File: config.mk
export PLATFORM = sky130hd
export DESIGN_NAME = ulam_distance_engine
export DESIGN_NICKNAME = d
export VERILOG_FILES = /design/src/rtl/ude_pkg.sv /design/src/rtl/ude_lis_unit.sv /design/src/rtl/ude_result.sv /design/src/rtl/ulam_distance_engine.sv
export SDC_FILE = /design/constraint.sdc
export NUM_CORES = 2
export LEC_CHECK = 0
export ABC_AREA = 1
export BUFFER_PORTS_ARGS = -buffer_cell sky130_fd_sc_hd__clkbuf_2
export CAP_MARGIN = 5
export CORE_UTILIZATION = 40
export DETAILED_ROUTE_END_ITERATION = 10
export GPL_ROUTABILITY_DRIVEN = 0
export SETUP_SLACK_MARGIN = 0.15
export SYNTH_ARGS = -nofsm -noshare
export SYNTH_HDL_FRONTEND = slang
export SYNTH_SLANG_ARGS = --single-unit
File: constraint.sdc
create_clock -name clk -period 10.2 [get_ports clk]
set_input_delay 0.51 -clock clk [delete_from_list [all_inputs] [get_ports clk]]
set_output_delay 0.51 -clock clk [all_outputs]
set_load 0.005 [all_outputs]
File: src/rtl/ude_pkg.sv
// ----------------------------------------------------------------------------
// ude_pkg
// Shared types and constants for the Ulam distance engine.
// ----------------------------------------------------------------------------
`default_nettype none

package ude_pkg;

    // default table depth
    localparam int MAX_LEN_DEFAULT = 64;

    // fixed field widths
    localparam int SYM_W  = 7;
    localparam int LEN_W  = 7;
    localparam int DIST_W = 6;
    localparam int CFG_W  = 7;

    // distance saturation value
    localparam logic [DIST_W-1:0] DIST_MAX = {DIST_W{1'b1}};

    // command codes
    localparam logic CMD_REFERENCE = 1'b0;
    localparam logic CMD_QUERY     = 1'b1;

    // configuration register indexes
    localparam logic CFG_PERM_LENGTH  = 1'b0;
    localparam logic CFG_MIN_DISTANCE = 1'b1;

    // reset values of configuration registers
    localparam logic [LEN_W-1:0]  PERM_LENGTH_RESET  = 7'd64;
    localparam logic [DIST_W-1:0] MIN_DISTANCE_RESET = 6'd1;

    // control of the shared compare unit
    typedef struct packed {
        logic clear;
        logic step;
    } lis_ctrl_t;

endpackage

`default_nettype wire

File: src/rtl/ude_lis_unit.sv
// ----------------------------------------------------------------------------
// ude_lis_unit
// Shared compare unit: folds one earlier query entry per cycle into the
// running LIS length of the current query symbol.
// ----------------------------------------------------------------------------
`default_nettype none

module ude_lis_unit
    import ude_pkg::*;
#(
    parameter int MAX_LEN = MAX_LEN_DEFAULT
)
(
    input  wire logic                          clk,
    input  wire logic                          rst_n,
    input  wire lis_ctrl_t                     ctrl,
    input  wire logic [SYM_W-1:0]              mapped,
    input  wire logic [SYM_W-1:0]              entry_mapped,
    input  wire logic [$clog2(MAX_LEN+1)-1:0]  entry_len,
    output logic      [$clog2(MAX_LEN+1)-1:0]  lis_len
);

    localparam int CNT_W = $clog2(MAX_LEN + 1);

    logic [CNT_W-1:0] len_reg;
    logic [CNT_W-1:0] len_next;
    logic [CNT_W-1:0] cand;

    // candidate length through this entry
    assign cand = CNT_W'(entry_len + 1'b1);

    always_comb
    begin
        len_next = len_reg;
        if (ctrl.clear)
        begin
            len_next = CNT_W'(1);
        end
        else if (ctrl.step && (entry_mapped < mapped) && (cand > len_reg))
        begin
            len_next = cand;
        end
    end

    // running length register
    always_ff @(posedge clk or negedge rst_n)
    begin
        if (!rst_n)
        begin
            len_reg <= CNT_W'(1);
        end
        else
        begin
            len_reg <= len_next;
        end
    end

    assign lis_len = len_reg;

endmodule

`default_nettype wire

File: src/rtl/ude_result.sv
// ----------------------------------------------------------------------------
// ude_result
// Forms the distance and threshold flag at the end of a query, raises done
// for one cycle and holds the results until the next query ends.
// ----------------------------------------------------------------------------
`default_nettype none

module ude_result
    import ude_pkg::*;
#(
    parameter int MAX_LEN = MAX_LEN_DEFAULT
)
(
    input  wire logic                          clk,
    input  wire logic                          rst_n,
    input  wire logic                          fire,
    input  wire logic [LEN_W-1:0]              eff_len,
    input  wire logic [$clog2(MAX_LEN+1)-1:0]  best_len,
    input  wire logic [DIST_W-1:0]             min_distance,
    output logic                               done,
    output logic      [DIST_W-1:0]             distance,
    output logic                               far_enough
);

    localparam int CNT_W = $clog2(MAX_LEN + 1);
    localparam int DW    = (CNT_W > LEN_W) ? CNT_W : LEN_W;

    logic [DW-1:0]     n_ext;
    logic [DW-1:0]     best_ext;
    logic [DW-1:0]     dist_full;
    logic [DIST_W-1:0] shown;
    logic              far;

    logic              done_reg;
    logic [DIST_W-1:0] distance_reg;
    logic              far_reg;

    // unsaturated distance, saturated copy and threshold compare
    always_comb
    begin
        n_ext     = DW'(eff_len);
        best_ext  = DW'(best_len);
        dist_full = (n_ext > best_ext) ? DW'(n_ext - best_ext) : '0;
        shown     = (dist_full > DW'(DIST_MAX)) ? DIST_MAX : dist_full[DIST_W-1:0];
        far       = (dist_full >= DW'(min_distance));
    end

    // strobe and result registers
    always_ff @(posedge clk or negedge rst_n)
    begin
        if (!rst_n)
        begin
            done_reg <= 1'b0;
        end
        else
        begin
            done_reg <= fire;
        end
    end

    always_ff @(posedge clk)
    begin
        if (fire)
        begin
            distance_reg <= shown;
            far_reg      <= far;
        end
    end

    assign done       = done_reg;
    assign distance   = distance_reg;
    assign far_enough = far_reg;

endmodule

`default_nettype wire

File: src/rtl/ulam_distance_engine.sv
// ----------------------------------------------------------------------------
// ulam_distance_engine
// Ulam distance between two permutations, via the longest increasing
// subsequence of the query mapped through the reference position table.
// ----------------------------------------------------------------------------
//
//  channel   signals                                 handshake
//  -------   -------------------------------------   ---------------------------
//  request   start, busy, cmd, symbol                taken when start & !busy
//  result    done, distance, far_enough              one-cycle strobe on done
//  config    cfg_valid, cfg_ready, cfg_index,        taken when valid & ready,
//            cfg_data                                ready is always high
//
//  A reference symbol is accepted without raising busy.
//  A query symbol holds busy high while the compare unit reads each earlier
//  query entry, one per cycle, from the single read port of the query store.
//  The result strobe comes in the cycle after the last query symbol's work.
//  Reset clears control state only; the tables need no clearing pass.
//  The result receiver cannot stall the block.
// ----------------------------------------------------------------------------
`default_nettype none

module ulam_distance_engine
    import ude_pkg::*;
#(
    parameter int MAX_LEN = MAX_LEN_DEFAULT
)
(
    input  wire logic              clk,
    input  wire logic              rst_n,
    // request
    input  wire logic              start,
    output logic                   busy,
    input  wire logic              cmd,
    input  wire logic [SYM_W-1:0]  symbol,
    // result
    output logic                   done,
    output logic      [DIST_W-1:0] distance,
    output logic                   far_enough,
    // configuration
    input  wire logic              cfg_valid,
    output logic                   cfg_ready,
    input  wire logic              cfg_index,
    input  wire logic [CFG_W-1:0]  cfg_data
);

    localparam int IDX_W = (MAX_LEN > 1) ? $clog2(MAX_LEN) : 1;
    localparam int CNT_W = $clog2(MAX_LEN + 1);
    localparam int DW    = (CNT_W > LEN_W) ? CNT_W : LEN_W;
    localparam int ENT_W = SYM_W + CNT_W;

    typedef enum logic {
        ST_IDLE,
        ST_SCAN
    } state_t;

    state_t state_reg;

    // configuration registers
    logic [LEN_W-1:0]  perm_length_reg;
    logic [DIST_W-1:0] min_distance_reg;

    // control registers
    logic [LEN_W-1:0]  ref_idx_reg;
    logic [CNT_W-1:0]  query_idx_reg;
    logic [CNT_W-1:0]  best_reg;
    logic [IDX_W-1:0]  qi_reg;
    logic [IDX_W-1:0]  j_reg;
    logic              rd_valid_reg;
    logic              in_table_reg;

    // memories and their read registers
    logic [SYM_W-1:0]  pos_table [MAX_LEN];
    logic [ENT_W-1:0]  store_mem [MAX_LEN];
    logic [SYM_W-1:0]  pos_rd_reg;
    logic [ENT_W-1:0]  st_rd_reg;

    // combinational
    logic              accept;
    logic              accept_ref;
    logic              accept_query;
    logic              sym_in_table;
    logic [IDX_W-1:0]  sym_idx;
    logic [LEN_W-1:0]  eff_len;
    logic [LEN_W-1:0]  ref_start;
    logic [LEN_W-1:0]  ref_pos;
    logic [LEN_W-1:0]  ref_idx_next;
    logic [IDX_W-1:0]  qi_w;
    logic              scan;
    logic              issue;
    logic              finish;
    logic [IDX_W-1:0]  rd_addr;
    logic [SYM_W-1:0]  mapped;
    logic [CNT_W-1:0]  lis_len;
    logic [CNT_W-1:0]  best_next;
    logic [CNT_W-1:0]  qcount;
    logic              last;
    lis_ctrl_t         lis_ctrl;

    // request decode
    assign busy         = (state_reg != ST_IDLE);
    assign accept       = start && !busy;
    assign accept_ref   = accept && (cmd == CMD_REFERENCE);
    assign accept_query = accept && (cmd == CMD_QUERY);
    assign sym_in_table = (symbol != '0) && (32'(symbol) <= MAX_LEN);
    assign sym_idx      = IDX_W'(symbol - 1'b1);

    // effective permutation length, clamped to 1..MAX_LEN
    always_comb
    begin
        if (perm_length_reg == '0)
        begin
            eff_len = LEN_W'(1);
        end
        else if (32'(perm_length_reg) > MAX_LEN)
        begin
            eff_len = LEN_W'(MAX_LEN);
        end
        else
        begin
            eff_len = perm_length_reg;
        end
    end

    // reference position with wrap at the effective length
    assign ref_start    = (ref_idx_reg >= eff_len) ? '0 : ref_idx_reg;
    assign ref_pos      = ref_start + 1'b1;
    assign ref_idx_next = (ref_pos >= eff_len) ? '0 : ref_pos;

    // query slot, held at the last entry once the store is full
    assign qi_w = (32'(query_idx_reg) >= MAX_LEN) ? IDX_W'(MAX_LEN - 1)
                                                  : query_idx_reg[IDX_W-1:0];

    // scan sequencing
    assign scan    = (state_reg == ST_SCAN);
    assign issue   = accept_query || (scan && (j_reg < qi_reg));
    assign finish  = scan && !rd_valid_reg;
    assign rd_addr = scan ? j_reg : '0;
    assign mapped  = in_table_reg ? pos_rd_reg : '0;

    // end of query bookkeeping
    assign best_next = (lis_len > best_reg) ? lis_len : best_reg;
    assign qcount    = CNT_W'(qi_reg) + 1'b1;
    assign last      = (DW'(qcount) >= DW'(eff_len));

    // shared compare unit control
    always_comb
    begin
        lis_ctrl.clear = accept_query;
        lis_ctrl.step  = scan && rd_valid_reg;
    end

    ude_lis_unit #(
        .MAX_LEN (MAX_LEN)
    ) u_lis_unit (
        .clk          (clk),
        .rst_n        (rst_n),
        .ctrl         (lis_ctrl),
        .mapped       (mapped),
        .entry_mapped (st_rd_reg[ENT_W-1:CNT_W]),
        .entry_len    (st_rd_reg[CNT_W-1:0]),
        .lis_len      (lis_len)
    );

    ude_result #(
        .MAX_LEN (MAX_LEN)
    ) u_result (
        .clk          (clk),
        .rst_n        (rst_n),
        .fire         (finish && last),
        .eff_len      (eff_len),
        .best_len     (best_next),
        .min_distance (min_distance_reg),
        .done         (done),
        .distance     (distance),
        .far_enough   (far_enough)
    );

    // configuration port
    assign cfg_ready = 1'b1;

    always_ff @(posedge clk or negedge rst_n)
    begin
        if (!rst_n)
        begin
            perm_length_reg  <= PERM_LENGTH_RESET;
            min_distance_reg <= MIN_DISTANCE_RESET;
        end
        else if (cfg_valid && cfg_ready)
        begin
            unique case (cfg_index)
                CFG_PERM_LENGTH:  perm_length_reg  <= cfg_data;
                CFG_MIN_DISTANCE: min_distance_reg <= cfg_data[DIST_W-1:0];
                default:          ;
            endcase
        end
    end

    // sequencer
    always_ff @(posedge clk or negedge rst_n)
    begin
        if (!rst_n)
        begin
            state_reg     <= ST_IDLE;
            ref_idx_reg   <= '0;
            query_idx_reg <= '0;
            best_reg      <= '0;
            qi_reg        <= '0;
            j_reg         <= '0;
            rd_valid_reg  <= 1'b0;
            in_table_reg  <= 1'b0;
        end
        else
        begin
            unique case (state_reg)
                ST_IDLE:
                begin
                    if (accept_ref)
                    begin
                        ref_idx_reg <= ref_idx_next;
                    end
                    else if (accept_query)
                    begin
                        state_reg    <= ST_SCAN;
                        qi_reg       <= qi_w;
                        j_reg        <= IDX_W'(1);
                        rd_valid_reg <= (qi_w != '0);
                        in_table_reg <= sym_in_table;
                    end
                end
                ST_SCAN:
                begin
                    rd_valid_reg <= issue;
                    if (issue)
                    begin
                        j_reg <= j_reg + 1'b1;
                    end
                    if (finish)
                    begin
                        state_reg <= ST_IDLE;
                        if (last)
                        begin
                            query_idx_reg <= '0;
                            best_reg      <= '0;
                        end
                        else
                        begin
                            query_idx_reg <= qcount;
                            best_reg      <= best_next;
                        end
                    end
                end
                default:
                begin
                    state_reg <= ST_IDLE;
                end
            endcase
        end
    end

    // reference position table
    always_ff @(posedge clk)
    begin
        if (accept_ref && sym_in_table)
        begin
            pos_table[sym_idx] <= ref_pos;
        end
        if (accept_query)
        begin
            pos_rd_reg <= pos_table[sym_idx];
        end
    end

    // query store: mapped value and LIS length per query position
    always_ff @(posedge clk)
    begin
        if (finish)
        begin
            store_mem[qi_reg] <= {mapped, lis_len};
        end
        if (issue)
        begin
            st_rd_reg <= store_mem[rd_addr];
        end
    end

endmodule

`default_nettype wire
==> results.py <==
metrics = {
    "run_status": {
        "status": "finished, final reports clean",
    },
    "floorplanning": {
        "coreArea_um2": 148000,
        "die_height_um": 389,
        "die_x_um": 389,
        "io_pins": 30,
        "dieArea_um2": 151000,
        "num_rows": 141,
        "initial_core_util": 0.404,
    },
    "synth": {
        "ys_types": 38,
        "ys_async_sr_fraction": 0.0399,
        "synth_cells": 5013,
        "ys_ff_latch": 1429,
        "synth_ff_type": "edfxtp_1",
        "ys_seq_area_frac": 0.713,
        "syn-mean-instance-area_um2": 11.9,
        "syn_area_um2": 59800,
        "synth_nets": 5097,
        "synth_edf_count": 1372,
        "ys_warn_count": 0,
    },
    "clock_network": {
        "cts_tree": "done",
        "cts.path.max_buffers": 3,
        "post_cts_resized": 0,
        "cts_setup_buffers": 0,
        "clk_pin_slew_ns": 0.06,
        "cts_root_buf": "clkbuf_16",
        "clk_latency_ns": 0.79,
        "numCtsBuffers": 146,
        "cts_hold_buf": 8,
        "ctsHtreeMaxLevel": 4,
        "clock-sinks": 1429,
    },
    "critical_path": {
        "worst-path-max-fanout": 67,
        "cp_cell_sequence": "buf_4 -> inv_1 -> ha_1 -> o21ai_0 -> nand2_1 -> o211ai_1 -> nand2_1 -> nand2_1 -> nand2_1 -> ha_1 -> nand3_1 -> nand2_1 -> nand2_1 -> o21ai_0 -> nand2_1 -> a21oi_1 -> nand2_1 -> ha_1 -> inv_1 -> a21boi_0 -> o21ai_0 -> nand2_1 -> a221oi_1 -> nand2_1",
        "r2r_start": "u_lis_unit.lis_len[0]$_DFFE_PN1P_",
        "startpoint_type": "flop",
        "crit_type": "reg2reg",
        "r2r_cells": 24,
        "cp-end-kind": "flop",
        "critPathCapture": "u_result.far_enough$_DFFE_PP_",
        "rrSetupSlack_ns": 5.02,
        "critPathSlowestCell": "buf_4",
        "reg2reg_to": "u_result.far_enough$_DFFE_PP_",
        "crit_start": "u_lis_unit.lis_len[0]$_DFFE_PN1P_",
        "required_ns": 10.72,
        "crit_top_cell": "nand2_1",
        "slowest_delay_ns": 0.66,
        "arrival_ns": 5.70,
    },
    "routing": {
        "first_pass_iters": 5,
        "post_drt_wl_per_cell_um": 21.6,
        "drt_iter0_drc": 3823,
        "via_count": 38100,
        "viasPerCell": 5.41,
        "drc": 0,
        "ant_nets": 0,
        "drt_wl_total_um": 152000,
    },
    "global_routing": {
        "grt_usage": 0.198,
        "antenna_found_initial": 1,
        "overflow": 0,
        "grt_pass1_vias": 36300,
        "grt_pass1_wl_um": 228000,
        "grt_max_degree": 191,
    },
    "timing": {
        "final_min_period_over_clock_period": 0.508,
        "setup_tns_ns": 0,
        "grt_setup_unrepaired": "no",
        "maxSlewViolCount": 0,
        "hold_viol": 0,
        "fin_worst_skew_ns": 0.0194,
        "setup_viol": 0,
        "worstMarginPinSlew_ns": 1.17,
        "max_freq_mhz": 193,
        "fin_crit_ns": 5.18,
        "slew_headroom": 0.223,
    },
    "cells_and_area": {
        "layout.cells.most_common": "edfxtp_1",
        "fin_util": 0.451,
        "nets": 5085,
        "mostFrequentLayoutCells": "edfxtp_1, nand2_1, nor2_1",
        "drive_gt1_frac": 0.103,
        "largest_reg_flops": 896,
        "area_delta_synth_final_pct": 11.6,
    },
    "placement": {
        "io_buffer_count": 28,
        "hpwlAfterDp_um": 84100,
    },
    "hold_path": {
        "hold_path.class": "in2reg",
        "min_path_cells": 3,
        "worstHoldStart": "cfg_valid",
    },
    "flow_run": {
        "max-cap-violations": 0,
    },
    "pwr": {
        "ir_drop_mv": 0.192,
        "p_leak_uw": 0.0234,
        "power_uw": 16700,
        "power.density_nw_per_um2": 250,
    },
}
[critical path: cells and delay by family, from the launching register on]
family | cells | cell delay (ns)
adder cells (fa/ha/maj) | 3 | 0.88
AO/OA/AOI/OAI | 7 | 1.48
AND/OR/NAND/NOR | 11 | 1.19
flip-flops | 1 | 0.51
buffers and inverters | 3 | 0.85
[synthesized netlist by cell type (3+ instances only)]
master,count,share of area
buf_2,81,0.0068
nor3_1,5,0.00042
edfxtp_1,1372,0.69
nand4_1,24,0.0025
buf_4,15,0.0019
or2_2,127,0.013
buf_1,46,0.0029
a21oi_1,253,0.021
o211ai_1,311,0.039
nor2_1,546,0.034
dfstp_2,3,0.0013
nand2_1,907,0.057
clkbuf_1,149,0.0094
dfrtp_1,54,0.023
nor2_2,6,0.00063
nor4_1,3,0.00031
xor2_1,12,0.0018
xnor2_1,4,0.00059
nand3_1,390,0.033
inv_1,231,0.014
inv_2,9,0.00056
o21ai_0,381,0.032
o22ai_1,3,0.00031
ha_1,63,0.013
[logic make-up after synthesis]
group / count (synthesis) / share of synthesized area
fa+ha+maj: 64 / 0.0135
xor+xnor: 17 / 0.00261
simple gates: 2014 / 0.142
other cells: 1 / 0.0000627
compound gates: 955 / 0.0933
flops: 1429 / 0.713
buf+inv: 533 / 0.0361
[cell type report]
type                       count  area, um2
timing repair buffer         131        965
tap                         1930       2410
sequential                  1429      42600
multi-input combinational   3051      15200
fill                       13300      81300
clock buffer                 187       3860
antenna                        1       2.50
inverter                     242        928
clock inverter                81        749
[where the power goes]
part           internal, uW  switching, uW  leakage (uW)
registers              7130            169        0.0131
logic                  1160           3080       0.00805
clock network          2880           2290       0.00222
[how the worst min path moves through the flow]
stage	to	slack [ns]
finish	min_distance_reg[0]$_DFFE_PN1P_	0.20
global route	ref_idx_reg[5]$_DFFE_PN0P_	0.23
CTS	min_distance_reg[0]$_DFFE_PN1P_	0.15
detailed placement	min_distance_reg[3]$_DFFE_PN0P_	0.47
global placement	min_distance_reg[3]$_DFFE_PN0P_	0.47
floorplan	best_reg[0]$_DFFE_PN0P_	0.21
[layer usage]
| metal | track usage | wire length (um) | vias up | share of wire |
|---|---|---|---|---|
| met1 | 0.277 | 66500 | 18800 | 0.44 |
| met2 | 0.320 | 72600 | 1202 | 0.48 |
| met4 | 0.0606 | 3830 | 0 | 0.025 |
| met3 | 0.0288 | 9120 | 224 | 0.060 |
| met5 | 0 | 0 | - | 0 |
| li1 | - | - | 17900 | - |
[per-stage QoR]
stage / std cells / setup slack, ns / hold WS (ns) / instance area (um2)
final: 7052 / 5.02 / 0.201 / 66700
after global routing: 7051 / 4.32 / 0.232 / 66700
after CTS: 7051 / 4.98 / 0.151 / 66700
after detailed placement: 6775 / 5.02 / 0.474 / 62000
after global placement: 6775 / 4.92 / 0.471 / 62000
after floorplan: 5013 / 4.49 / 0.214 / 59800
Power figures use the tool's default switching activity.
